<file path="config.mk">
export PLATFORM = sky130hd
export DESIGN_NAME = lcd_nibble_shift_frame_sequencer
export DESIGN_NICKNAME = d
export VERILOG_FILES = /design/src/lcdns_pkg.sv /design/src/lcdns_front.sv /design/src/lcdns_queue.sv /design/src/lcdns_back.sv /design/src/lcd_nibble_shift_frame_sequencer.sv
export SDC_FILE = /design/constraint.sdc
export NUM_CORES = 1
export LEC_CHECK = 0
export CAP_MARGIN = 5
export CORE_UTILIZATION = 55
export DETAILED_ROUTE_END_ITERATION = 6
export DONT_BUFFER_PORTS = 1
export PLACE_DENSITY = 0.7
export SYNTH_ARGS = -nofsm -noshare
export SYNTH_HDL_FRONTEND = slang
export SYNTH_HIERARCHICAL = 1
export SYNTH_SLANG_ARGS = --single-unit
</file>
<file path="constraint.sdc">
create_clock -name clk -period 5.58 [get_ports clk]
set_clock_uncertainty 0.1 [all_clocks]
set_input_delay 1.116 -clock clk [delete_from_list [all_inputs] [get_ports clk]]
set_output_delay 1.116 -clock clk [all_outputs]
set_load 0.01 [all_outputs]
</file>
<file path="src/lcdns_pkg.sv">
`timescale 1ns / 1ps
// Shared types, codes and bit-update functions for the LCD nibble frame sequencer.
// Used by the front, queue, back and top-level modules; depends on nothing.
package lcdns_pkg;

  // Input item kind codes.
  localparam logic [2:0] KIND_CMD     = 3'd0;
  localparam logic [2:0] KIND_DATA    = 3'd1;
  localparam logic [2:0] KIND_INIT    = 3'd2;
  localparam logic [2:0] KIND_BL_ON   = 3'd3;
  localparam logic [2:0] KIND_BL_OFF  = 3'd4;

  // Configuration register indexes.
  localparam logic [2:0] REG_RS = 3'd0;
  localparam logic [2:0] REG_EN = 3'd1;
  localparam logic [2:0] REG_BL = 3'd2;
  localparam logic [2:0] REG_D4 = 3'd3;
  localparam logic [2:0] REG_D5 = 3'd4;
  localparam logic [2:0] REG_D6 = 3'd5;
  localparam logic [2:0] REG_D7 = 3'd6;

  // Last step of each sequence.
  localparam logic [3:0] BYTE_LAST_STEP   = 4'd8;
  localparam logic [3:0] NIBBLE_LAST_STEP = 4'd3;

  // Nibble sub-steps.
  localparam logic [1:0] SUB_DATA   = 2'd0;
  localparam logic [1:0] SUB_EN_LO1 = 2'd1;
  localparam logic [1:0] SUB_EN_HI  = 2'd2;
  localparam logic [1:0] SUB_EN_LO2 = 2'd3;

  typedef enum logic [2:0] {
    OP_CMD,
    OP_DATA,
    OP_INIT,
    OP_BL_ON,
    OP_BL_OFF
  } op_t;

  // One classified item waiting in the queue.
  typedef struct packed {
    op_t        op;
    logic [7:0] data;
  } entry_t;

  // Line positions within the shift register.
  typedef struct packed {
    logic [2:0] rs;
    logic [2:0] en;
    logic [2:0] bl;
    logic [2:0] d4;
    logic [2:0] d5;
    logic [2:0] d6;
    logic [2:0] d7;
  } cfg_t;

  // Queue status seen by the front part.
  typedef struct packed {
    logic full;
    logic empty;
  } q_status_t;

  function automatic logic [7:0] put_bit(input logic [7:0] b, input logic [2:0] pos,
                                         input logic v);
    logic [7:0] r;
    r      = b;
    r[pos] = v;
    return r;
  endfunction

  // One frame step of a nibble transfer: data lines, then enable low, high, low.
  function automatic logic [7:0] nibble_step(input logic [7:0] b, input cfg_t c,
                                             input logic [1:0] sub, input logic [3:0] nib);
    logic [7:0] r;
    r = b;
    case (sub)
      SUB_DATA: begin
        r = put_bit(r, c.d4, nib[0]);
        r = put_bit(r, c.d5, nib[1]);
        r = put_bit(r, c.d6, nib[2]);
        r = put_bit(r, c.d7, nib[3]);
      end
      SUB_EN_HI:  r = put_bit(r, c.en, 1'b1);
      SUB_EN_LO1: r = put_bit(r, c.en, 1'b0);
      SUB_EN_LO2: r = put_bit(r, c.en, 1'b0);
      default:    r = b;
    endcase
    return r;
  endfunction

endpackage

</file>
<file path="src/lcdns_front.sv">
`timescale 1ns / 1ps
// Front part: accepts input items, classifies the kind and pushes work to the queue.
// Depends on lcdns_pkg.
module lcdns_front (
  input  logic                 in_valid,
  output logic                 in_stall,
  input  logic [2:0]           kind,
  input  logic [7:0]           payload,
  input  lcdns_pkg::q_status_t q_status,
  output logic                 push,
  output lcdns_pkg::entry_t    push_entry
);

  logic known;

  // Decode the kind; unused kinds are taken and dropped.
  always_comb begin
    known            = 1'b1;
    push_entry.data  = payload;
    push_entry.op    = lcdns_pkg::OP_CMD;
    case (kind)
      lcdns_pkg::KIND_CMD:    push_entry.op = lcdns_pkg::OP_CMD;
      lcdns_pkg::KIND_DATA:   push_entry.op = lcdns_pkg::OP_DATA;
      lcdns_pkg::KIND_INIT:   push_entry.op = lcdns_pkg::OP_INIT;
      lcdns_pkg::KIND_BL_ON:  push_entry.op = lcdns_pkg::OP_BL_ON;
      lcdns_pkg::KIND_BL_OFF: push_entry.op = lcdns_pkg::OP_BL_OFF;
      default:                known = 1'b0;
    endcase
  end

  // An item is held off only while the queue is full.
  assign in_stall = q_status.full;
  assign push     = in_valid && !q_status.full && known;

endmodule

</file>
<file path="src/lcdns_queue.sv">
`timescale 1ns / 1ps
// Short queue of classified items between the front and back parts.
// Depends on lcdns_pkg.
module lcdns_queue #(
  parameter int DEPTH = 2
) (
  input  logic                 clk,
  input  logic                 rst,
  input  logic                 push,
  input  lcdns_pkg::entry_t    push_entry,
  input  logic                 pop,
  output lcdns_pkg::entry_t    head,
  output lcdns_pkg::q_status_t status
);

  localparam int PW = (DEPTH > 1) ? $clog2(DEPTH) : 1;
  localparam int CW = $clog2(DEPTH + 1);

  lcdns_pkg::entry_t mem [DEPTH];
  logic [PW-1:0]     wr_ptr;
  logic [PW-1:0]     rd_ptr;
  logic [CW-1:0]     count;

  // Storage write.
  always_ff @(posedge clk) begin
    if (push) begin
      mem[wr_ptr] <= push_entry;
    end
  end

  // Pointers and fill count.
  always_ff @(posedge clk) begin
    if (rst) begin
      wr_ptr <= '0;
      rd_ptr <= '0;
      count  <= '0;
    end else begin
      if (push) begin
        wr_ptr <= (wr_ptr == PW'(DEPTH - 1)) ? '0 : wr_ptr + PW'(1);
      end
      if (pop) begin
        rd_ptr <= (rd_ptr == PW'(DEPTH - 1)) ? '0 : rd_ptr + PW'(1);
      end
      if (push && !pop) begin
        count <= count + CW'(1);
      end else if (pop && !push) begin
        count <= count - CW'(1);
      end
    end
  end

  assign head         = mem[rd_ptr];
  assign status.full  = (count == CW'(DEPTH));
  assign status.empty = (count == '0);

endmodule

</file>
<file path="src/lcdns_back.sv">
`timescale 1ns / 1ps
// Back part: steps through the head item's frames, one per cycle unless stalled,
// keeping the shadow byte and a registered output. Depends on lcdns_pkg.
module lcdns_back (
  input  logic                 clk,
  input  logic                 rst,
  input  lcdns_pkg::cfg_t      cfg,
  input  lcdns_pkg::entry_t    head,
  input  lcdns_pkg::q_status_t q_status,
  output logic                 pop,
  output logic                 out_valid,
  input  logic                 out_stall,
  output logic [7:0]           frame,
  output logic                 last
);

  logic [7:0] shadow;
  logic [7:0] shadow_next;
  logic [3:0] step;
  logic [3:0] rel;
  logic [1:0] sub;
  logic [3:0] nib;
  logic       do_nib;
  logic       is_last;
  logic       advance;

  // Next shadow value for the current step of the head item.
  always_comb begin
    shadow_next = shadow;
    rel         = 4'd0;
    sub         = lcdns_pkg::SUB_DATA;
    nib         = 4'd0;
    do_nib      = 1'b0;
    is_last     = 1'b0;
    case (head.op)
      lcdns_pkg::OP_CMD, lcdns_pkg::OP_DATA: begin
        is_last = (step == lcdns_pkg::BYTE_LAST_STEP);
        if (step == 4'd0) begin
          shadow_next = lcdns_pkg::put_bit(shadow, cfg.rs, head.op == lcdns_pkg::OP_DATA);
        end else if (step <= 4'd4) begin
          rel    = step - 4'd1;
          nib    = head.data[7:4];
          do_nib = 1'b1;
        end else begin
          rel    = step - 4'd5;
          nib    = head.data[3:0];
          do_nib = 1'b1;
        end
      end
      lcdns_pkg::OP_INIT: begin
        is_last = (step == lcdns_pkg::NIBBLE_LAST_STEP);
        rel     = step;
        nib     = head.data[3:0];
        do_nib  = 1'b1;
      end
      lcdns_pkg::OP_BL_ON: begin
        is_last     = 1'b1;
        shadow_next = lcdns_pkg::put_bit(shadow, cfg.bl, 1'b0);
      end
      lcdns_pkg::OP_BL_OFF: begin
        is_last     = 1'b1;
        shadow_next = lcdns_pkg::put_bit(shadow, cfg.bl, 1'b1);
      end
      default: is_last = 1'b1;
    endcase
    sub = rel[1:0];
    if (do_nib) begin
      shadow_next = lcdns_pkg::nibble_step(shadow, cfg, sub, nib);
    end
  end

  // A frame is made whenever work waits and the output register is free.
  assign advance = !q_status.empty && (!out_valid || !out_stall);
  assign pop     = advance && is_last;

  // Step counter and shadow byte.
  always_ff @(posedge clk) begin
    if (rst) begin
      step   <= '0;
      shadow <= '0;
    end else if (advance) begin
      step   <= is_last ? 4'd0 : step + 4'd1;
      shadow <= shadow_next;
    end
  end

  // Output register.
  always_ff @(posedge clk) begin
    if (rst) begin
      out_valid <= 1'b0;
    end else if (advance) begin
      out_valid <= 1'b1;
    end else if (!out_stall) begin
      out_valid <= 1'b0;
    end
  end

  always_ff @(posedge clk) begin
    if (advance) begin
      frame <= shadow_next;
      last  <= is_last;
    end
  end

endmodule

</file>
<file path="src/lcd_nibble_shift_frame_sequencer.sv">
`timescale 1ns / 1ps
// The first frame of an item passes through the queue, then the output register.
// The output register gives one frame per cycle unless stalled; a command or data
// byte gives 9 frames, init nibble 4, backlight item 1; items follow back to back.
// A queue of QUEUE_DEPTH items lets input keep flowing while the output stalls.
// Reset (synchronous, active high) clears the shadow byte, empties the queue and
// returns the line positions to their defaults.
module lcd_nibble_shift_frame_sequencer #(
  parameter int QUEUE_DEPTH = 2
) (
  input  logic       clk,
  input  logic       rst,
  input  logic       wr_en,
  input  logic [2:0] wr_index,
  input  logic [2:0] wr_data,
  input  logic       in_valid,
  output logic       in_stall,
  input  logic [2:0] kind,
  input  logic [7:0] payload,
  output logic       out_valid,
  input  logic       out_stall,
  output logic [7:0] frame,
  output logic       last
);

  lcdns_pkg::cfg_t      cfg;
  lcdns_pkg::entry_t    push_entry;
  lcdns_pkg::entry_t    head;
  lcdns_pkg::q_status_t q_status;
  logic                 push;
  logic                 pop;

  // Line position registers.
  always_ff @(posedge clk) begin
    if (rst) begin
      cfg.rs <= 3'd1;
      cfg.en <= 3'd3;
      cfg.bl <= 3'd2;
      cfg.d4 <= 3'd4;
      cfg.d5 <= 3'd5;
      cfg.d6 <= 3'd6;
      cfg.d7 <= 3'd7;
    end else if (wr_en) begin
      case (wr_index)
        lcdns_pkg::REG_RS: cfg.rs <= wr_data;
        lcdns_pkg::REG_EN: cfg.en <= wr_data;
        lcdns_pkg::REG_BL: cfg.bl <= wr_data;
        lcdns_pkg::REG_D4: cfg.d4 <= wr_data;
        lcdns_pkg::REG_D5: cfg.d5 <= wr_data;
        lcdns_pkg::REG_D6: cfg.d6 <= wr_data;
        lcdns_pkg::REG_D7: cfg.d7 <= wr_data;
        default: ;
      endcase
    end
  end

  lcdns_front u_front (
    .in_valid   (in_valid),
    .in_stall   (in_stall),
    .kind       (kind),
    .payload    (payload),
    .q_status   (q_status),
    .push       (push),
    .push_entry (push_entry)
  );

  lcdns_queue #(
    .DEPTH (QUEUE_DEPTH)
  ) u_queue (
    .clk        (clk),
    .rst        (rst),
    .push       (push),
    .push_entry (push_entry),
    .pop        (pop),
    .head       (head),
    .status     (q_status)
  );

  lcdns_back u_back (
    .clk       (clk),
    .rst       (rst),
    .cfg       (cfg),
    .head      (head),
    .q_status  (q_status),
    .pop       (pop),
    .out_valid (out_valid),
    .out_stall (out_stall),
    .frame     (frame),
    .last      (last)
  );

endmodule

</file>
== Word-level counts from Yosys, hierarchy flattened ==
Memory sizes are Yosys's and may differ from the RTL's. A register that Yosys moved wholly into a read port is not among the register bits.
Cells that the tools add are included.

* Add/subtract/negate cells: 7
* Divide/modulo/power cells: 0
* Mux-type cells: 45
* Eq/ne operators: 21
* Bitwise gates (word level): 6
* Shift-type cells: 0
* Magnitude comparators: 15
* Reductions and logical operators: 37
* $mul: 0

{| class="wikitable"
|+ Operator list
! cell !! number
|-
| 8-bit one-hot mux with 3 select lines || 2
|-
| 8-bit bitwise mux || 5
|-
| 3-bit by 4-bit less-than comparator with 1-bit output (second input constant) || 7
|-
| 1-bit demux with 3-bit select || 7
|-
| 3-bit by 1-bit greater-or-equal comparator with 1-bit output (second input constant) || 7
|-
| 3-bit by 2-bit == test with 1-bit output (second input constant) || 6
|-
| 1-bit two-way mux || 17
|-
| 8-bit bitwise AND || 2
|-
| 8-bit two-way mux || 2
|-
| 8-bit NOT || 2
|-
| 8-bit bitwise OR || 2
|-
| 3-bit == test (second input constant) || 5
|-
| 2-bit AND reduction || 7
|-
| 1-bit logical AND || 13
|-
| 4-bit two-way mux || 3
|-
| 3-bit one-hot mux with 4 select lines || 1
|-
| 3-bit by 1-bit == test with 1-bit output (second input constant) || 3
|-
| 3-bit logical NOT || 3
|-
| 2-bit two-way mux || 4
|-
| 4-bit one-hot mux with 2 select lines || 1
|-
| 2-bit == test (second input constant) || 3
|-
| 1-bit logical NOT || 6
|-
| 2-bit by 1-bit subtractor with 2-bit output (second input constant) || 3
|-
| 5-bit OR reduction || 1
|-
| other kinds (15) || 19
|}

* Memories: 1
* Memory bits (writable): 22
* Word-level logic and storage cells: 147
* Latch bits: 0
* ROM bits: 0
* Output and inout port bits: 11
* Bits of input ports: 22
* Bits in registers: 47

{| class="wikitable"
|+ Memories
! name !! depth !! width !! read ports !! clocked after memory_dff !! write ports !! line !! RTL
|-
| u_queue.mem || 2 || 11 || 1 || 1 || 1 || lcdns_queue.sv:19 || <nowiki>lcdns_pkg::entry_t mem [DEPTH];</nowiki>
|}

== Depth between registers and ports, before layout ==
* Depth after elaboration: 10
* Gate-level depth with buffers: 13
* Mapped depth without buffers: 10

== Modules after synthesis ==
The synthesis kept the hierarchy.

{| class="wikitable"
|+ By module, submodules not included
! module !! cells each !! instances !! seq. area each (um^2) !! area an instance (um^2)
|-
| lcdns_back || 336 || 1 || 530.5 || 2537.4
|-
| lcdns_queue || 56 || 1 || 760.7 || 997.2
|-
| lcd_nibble_shift_frame_sequencer || 79 || 1 || 420.4 || 875.8
|-
| lcdns_front || 14 || 1 || 0.0 || 102.6
|}

== Worst setup path after synthesis ==
No wires, ideal clock.

* Path kind: reg2reg
* Start: reg (tool-made name)
* End: reg u_queue.count[1]
* Arrival: 3047 ps
* Data required time: 5410 ps
* Clock period less this slack: 3217 ps
* Cell stages (with the launch flop): 12
* Path buffers: 2
* Setup time: 70 ps
* Setup slack: 2363 ps
* Path through: dfxtp_1 > buf_2 > mux2_2 > buf_2 > nor3b_2 > ha_1 > o41ai_1 > and2_1 > inv_1 > ha_1 > or3_1 > a21oi_1

{| class="wikitable"
|+ RTL lines
! element !! line !! RTL
|-
| end signal: assignment || lcdns_queue.sv:45 || <nowiki>count <= count + CW'(1);</nowiki>
|-
| end signal: assignment || lcdns_queue.sv:47 || <nowiki>count <= count - CW'(1);</nowiki>
|-
| end: declaration || lcdns_queue.sv:22 || <nowiki>logic [CW-1:0] count;</nowiki>
|}

==> results.cfg <==
[final_layout]
final-seq-area_sq_um = 1710
synthToLayoutAreaGrowth_pct = 3.27
final_common_cell = nor2_1
fillers = 745
num_antenna_cells = 0
layout-drive-gt1-share_pct = 11.3
fin_nets = 491
multiInputGateArea_sq_um = 2550
layout_common_cells = nor2_1 (45), dfxtp_1 (39), mux2i_1 (31), edfxtp_1 (31), nand2_1 (30)
finish.utilization_pct = 59.4

[setup_path]
r2r_end = u_queue/count[1]$_SDFFE_PP0P_
cp.arrival_ns = 3.95
cp_data_required_time_ns = 5.76
critical_path_class = register to register
cp-end-kind = register
cp_max_fo = 25
reg2reg_slack_ns = 1.81
worst_setup_path_start_kind = register
rr_worst_depth = 9
endpoint = u_queue/count[1]$_SDFFE_PP0P_

[status]
status = finished, final reports clean

[clock_network]
cts_setup_buffers = 0
cts_resized = 0
htreeDepth = 3
cts_buffer_depth = 2
clock_latency_ns = 0.35
clock_sinks = 70
root_buffer = clkbuf_8
clk_pin_slew_ns = 0.08
cts_hold_buf = 0
cts_tree = built
numCtsBuffers = 9

[timing]
finalSetupViolations = 0
whs_ns = 0.418
maxSlewViolCount = 0
max_freq_mhz = 265
relSlewSlack_pct = 35.0
worst_slew_pin_slew_ns = 0.974
timing.final.crit_share_pct = 67.5
rsz0062_at_grt = false
fin_crit_ns = 3.77
hold_viol_final = 0
timing.setup.tns_ns = 0

[placement]
gp_congestion = 0.876
io_buffers = 0
place.detailed.hpwl_um = 8210

[power]
p_comb_share_pct = 34.4
powerDensity_nw_per_um2 = 389
p_switching_uw = 683
intPower_mw = 1.13
power_leakage_nw = 1.66
clkPwrFrac_pct = 23.9
vdd_ir_drop_max_v = 0.000248
switching_share_pct = 37.6
seqPwrFrac_pct = 41.7

[synthesis]
synthTopCellsByArea = edfxtp_1 (21%), dfxtp_1 (17%), mux2i_1 (6.9%)
yosysUniqueCellTypes = 78
yosys.area.top_type = edfxtp_1
syn_nets = 512
synth_warnings = 6
netlist_area_sq_um = 4510
synthCells = 485
synth-edff-count = 31
synth.ff_latch_count = 70
ys_seq_area_share_pct = 37.9
async_reset_ff_share_pct = 0
synthFlopType = dfxtp_1
avgSynthCellArea_sq_um = 9.31
synth_top_area_share_pct = 20.6

[drt]
drtIter0Drc = 366
ant_nets = 0
drc = 0
routed-via-count = 3709
routedWlPerCell_um = 19.6
vias_per_cell = 6.50
drt_first_pass_iters = 5
wirelength_um = 11200

[min_path]
hp-class = register to register

[global_routing]
first_global_vias = 3377
antenna_found_initial = 0
grt_max_degree = 41
grt_usage_pct = 27.1
grt_pass1_wl_um = 17700
grt.overflow.total = 0

[floorplanning]
die_h_um = 92.6
die_x_um = 92.6
num_io_pins = 33
core_area_sq_um = 7850
start_util_pct = 57.5
die-area_sq_um = 8570
std_cell_rows = 32

[flow_run]
maxCapViolCount = 0
[worst max-delay path: stages, from the launching register on]
cell     delay [ns]
dfxtp_1        0.62
mux2_2         0.55
nor3b_2        0.51
ha_1           0.32
o41ai_1        0.44
and2_1         0.27
inv_1          0.06
ha_1           0.30
or3_1          0.38
a21oi_1        0.15
[per-stage QoR]
| stage | power [mW] | instances | instance area (sq um) | worst slack, ns |
|---|---|---|---|---|
| after detailed placement | 1.38 | 555 | 4450 | 1.83 |
| after CTS | 1.81 | 571 | 4660 | 1.79 |
| after global routing | 1.92 | 571 | 4660 | 1.47 |
| after floorplan | 1.23 | 485 | 4510 | 2.36 |
| after global placement | 1.37 | 555 | 4450 | 2.05 |
| final | 1.81 | 571 | 4660 | 1.81 |
[cell families (layout without fill, tap and decap cells)]
family | count (synthesis) | count (layout) | synth area share (%)
and+or+nand+nor | 195 | 195 | 25.0
AOI/OAI and AO/OA | 113 | 113 | 17.7
DFF | 70 | 70 | 37.9
muxes | 47 | 47 | 10.9
buffers and inverters | 47 | 31 | 5.54
xor gates and xnor gates | 8 | 8 | 1.55
adders and majority gates | 5 | 5 | 1.39
[cell usage after synthesis, types with 3 or more instances]
cell	count
nor2_1	45
dfxtp_1	39
edfxtp_1	31
mux2i_1	31
nand2_1	30
a21oi_1	29
nand2b_1	21
mux2_2	16
nand3_1	16
inv_1	14
o21ai_0	14
buf_4	13
nor2b_1	11
nor3_1	11
clkbuf_1	9
nor3b_1	9
nand3b_1	8
o221ai_1	8
buf_2	7
or2_2	6
a211oi_1	5
a31oi_1	5
ha_1	5
o211ai_1	5
o22ai_1	5
xnor2_1	5
o31ai_1	4
a221oi_1	3
and2_1	3
and4bb_4	3
nand4_1	3
nand4b_1	3
nor4b_1	3
o21ai_1	3
o31a_1	3
o41ai_1	3
or3_1	3
xor2_1	3
[power by group through the flow]
stage | Clock, mW | Combinational (mW) | Sequential (mW)
after floorplan | 0 | 0.501 | 0.726
after global placement | 0 | 0.600 | 0.770
after detailed placement | 0 | 0.609 | 0.767
after CTS | 0.442 | 0.615 | 0.755
after global routing | 0.464 | 0.686 | 0.771
final | 0.434 | 0.625 | 0.756
[layout make-up]
cell class,count,area share (%)
Sequential cell,70,36.7
Multi-Input combinational cell,368,54.7
Timing Repair Buffer,1,0.161
Tap cell,102,2.74
Clock buffer,11,3.28
Clock inverter,5,1.23
Inverter,14,1.13
[state kept, by name, indices dropped and copies added (netlist names), named ones only]
| signal | count |
|---|---|
| u_queue/mem | 22 |
| cfg | 21 |
| u_back/frame | 8 |
| u_back/shadow | 8 |
| u_back/step | 4 |
| u_queue/count | 2 |
| u_back/last | 1 |
| u_back/out_valid | 1 |
| u_queue/rd_ptr | 1 |
| u_queue/wr_ptr | 1 |
[per-layer routing]
layer	track usage (%)	vias to the layer above	part of all wire (%)
met1	38.6	1781	46
met4	8.98	0	1.7
met2	41.7	147	46
met5	0	-	0
li1	-	1765	-
met3	4.43	16	5.9
[how the worst min path moves through the flow]
stage                                       start                             to  slack, ns  cells after the start
floorplan                     cfg[7]$_SDFFE_PP0P_            cfg[7]$_SDFFE_PP0P_       0.35                      2
global placement    u_queue/count[1]$_SDFFE_PP0P_  u_queue/count[1]$_SDFFE_PP0P_       0.38                      2
detailed placement    u_queue/rd_ptr$_SDFFE_PP0P_    u_queue/rd_ptr$_SDFFE_PP0P_       0.40                      2
CTS                 u_queue/count[1]$_SDFFE_PP0P_  u_queue/count[1]$_SDFFE_PP0P_       0.42                      2
global route        u_queue/count[1]$_SDFFE_PP0P_  u_queue/count[1]$_SDFFE_PP0P_       0.45                      2
finish              u_queue/count[1]$_SDFFE_PP0P_  u_queue/count[1]$_SDFFE_PP0P_       0.42                      2
No activity file was read; power rests on OpenSTA's default activity.
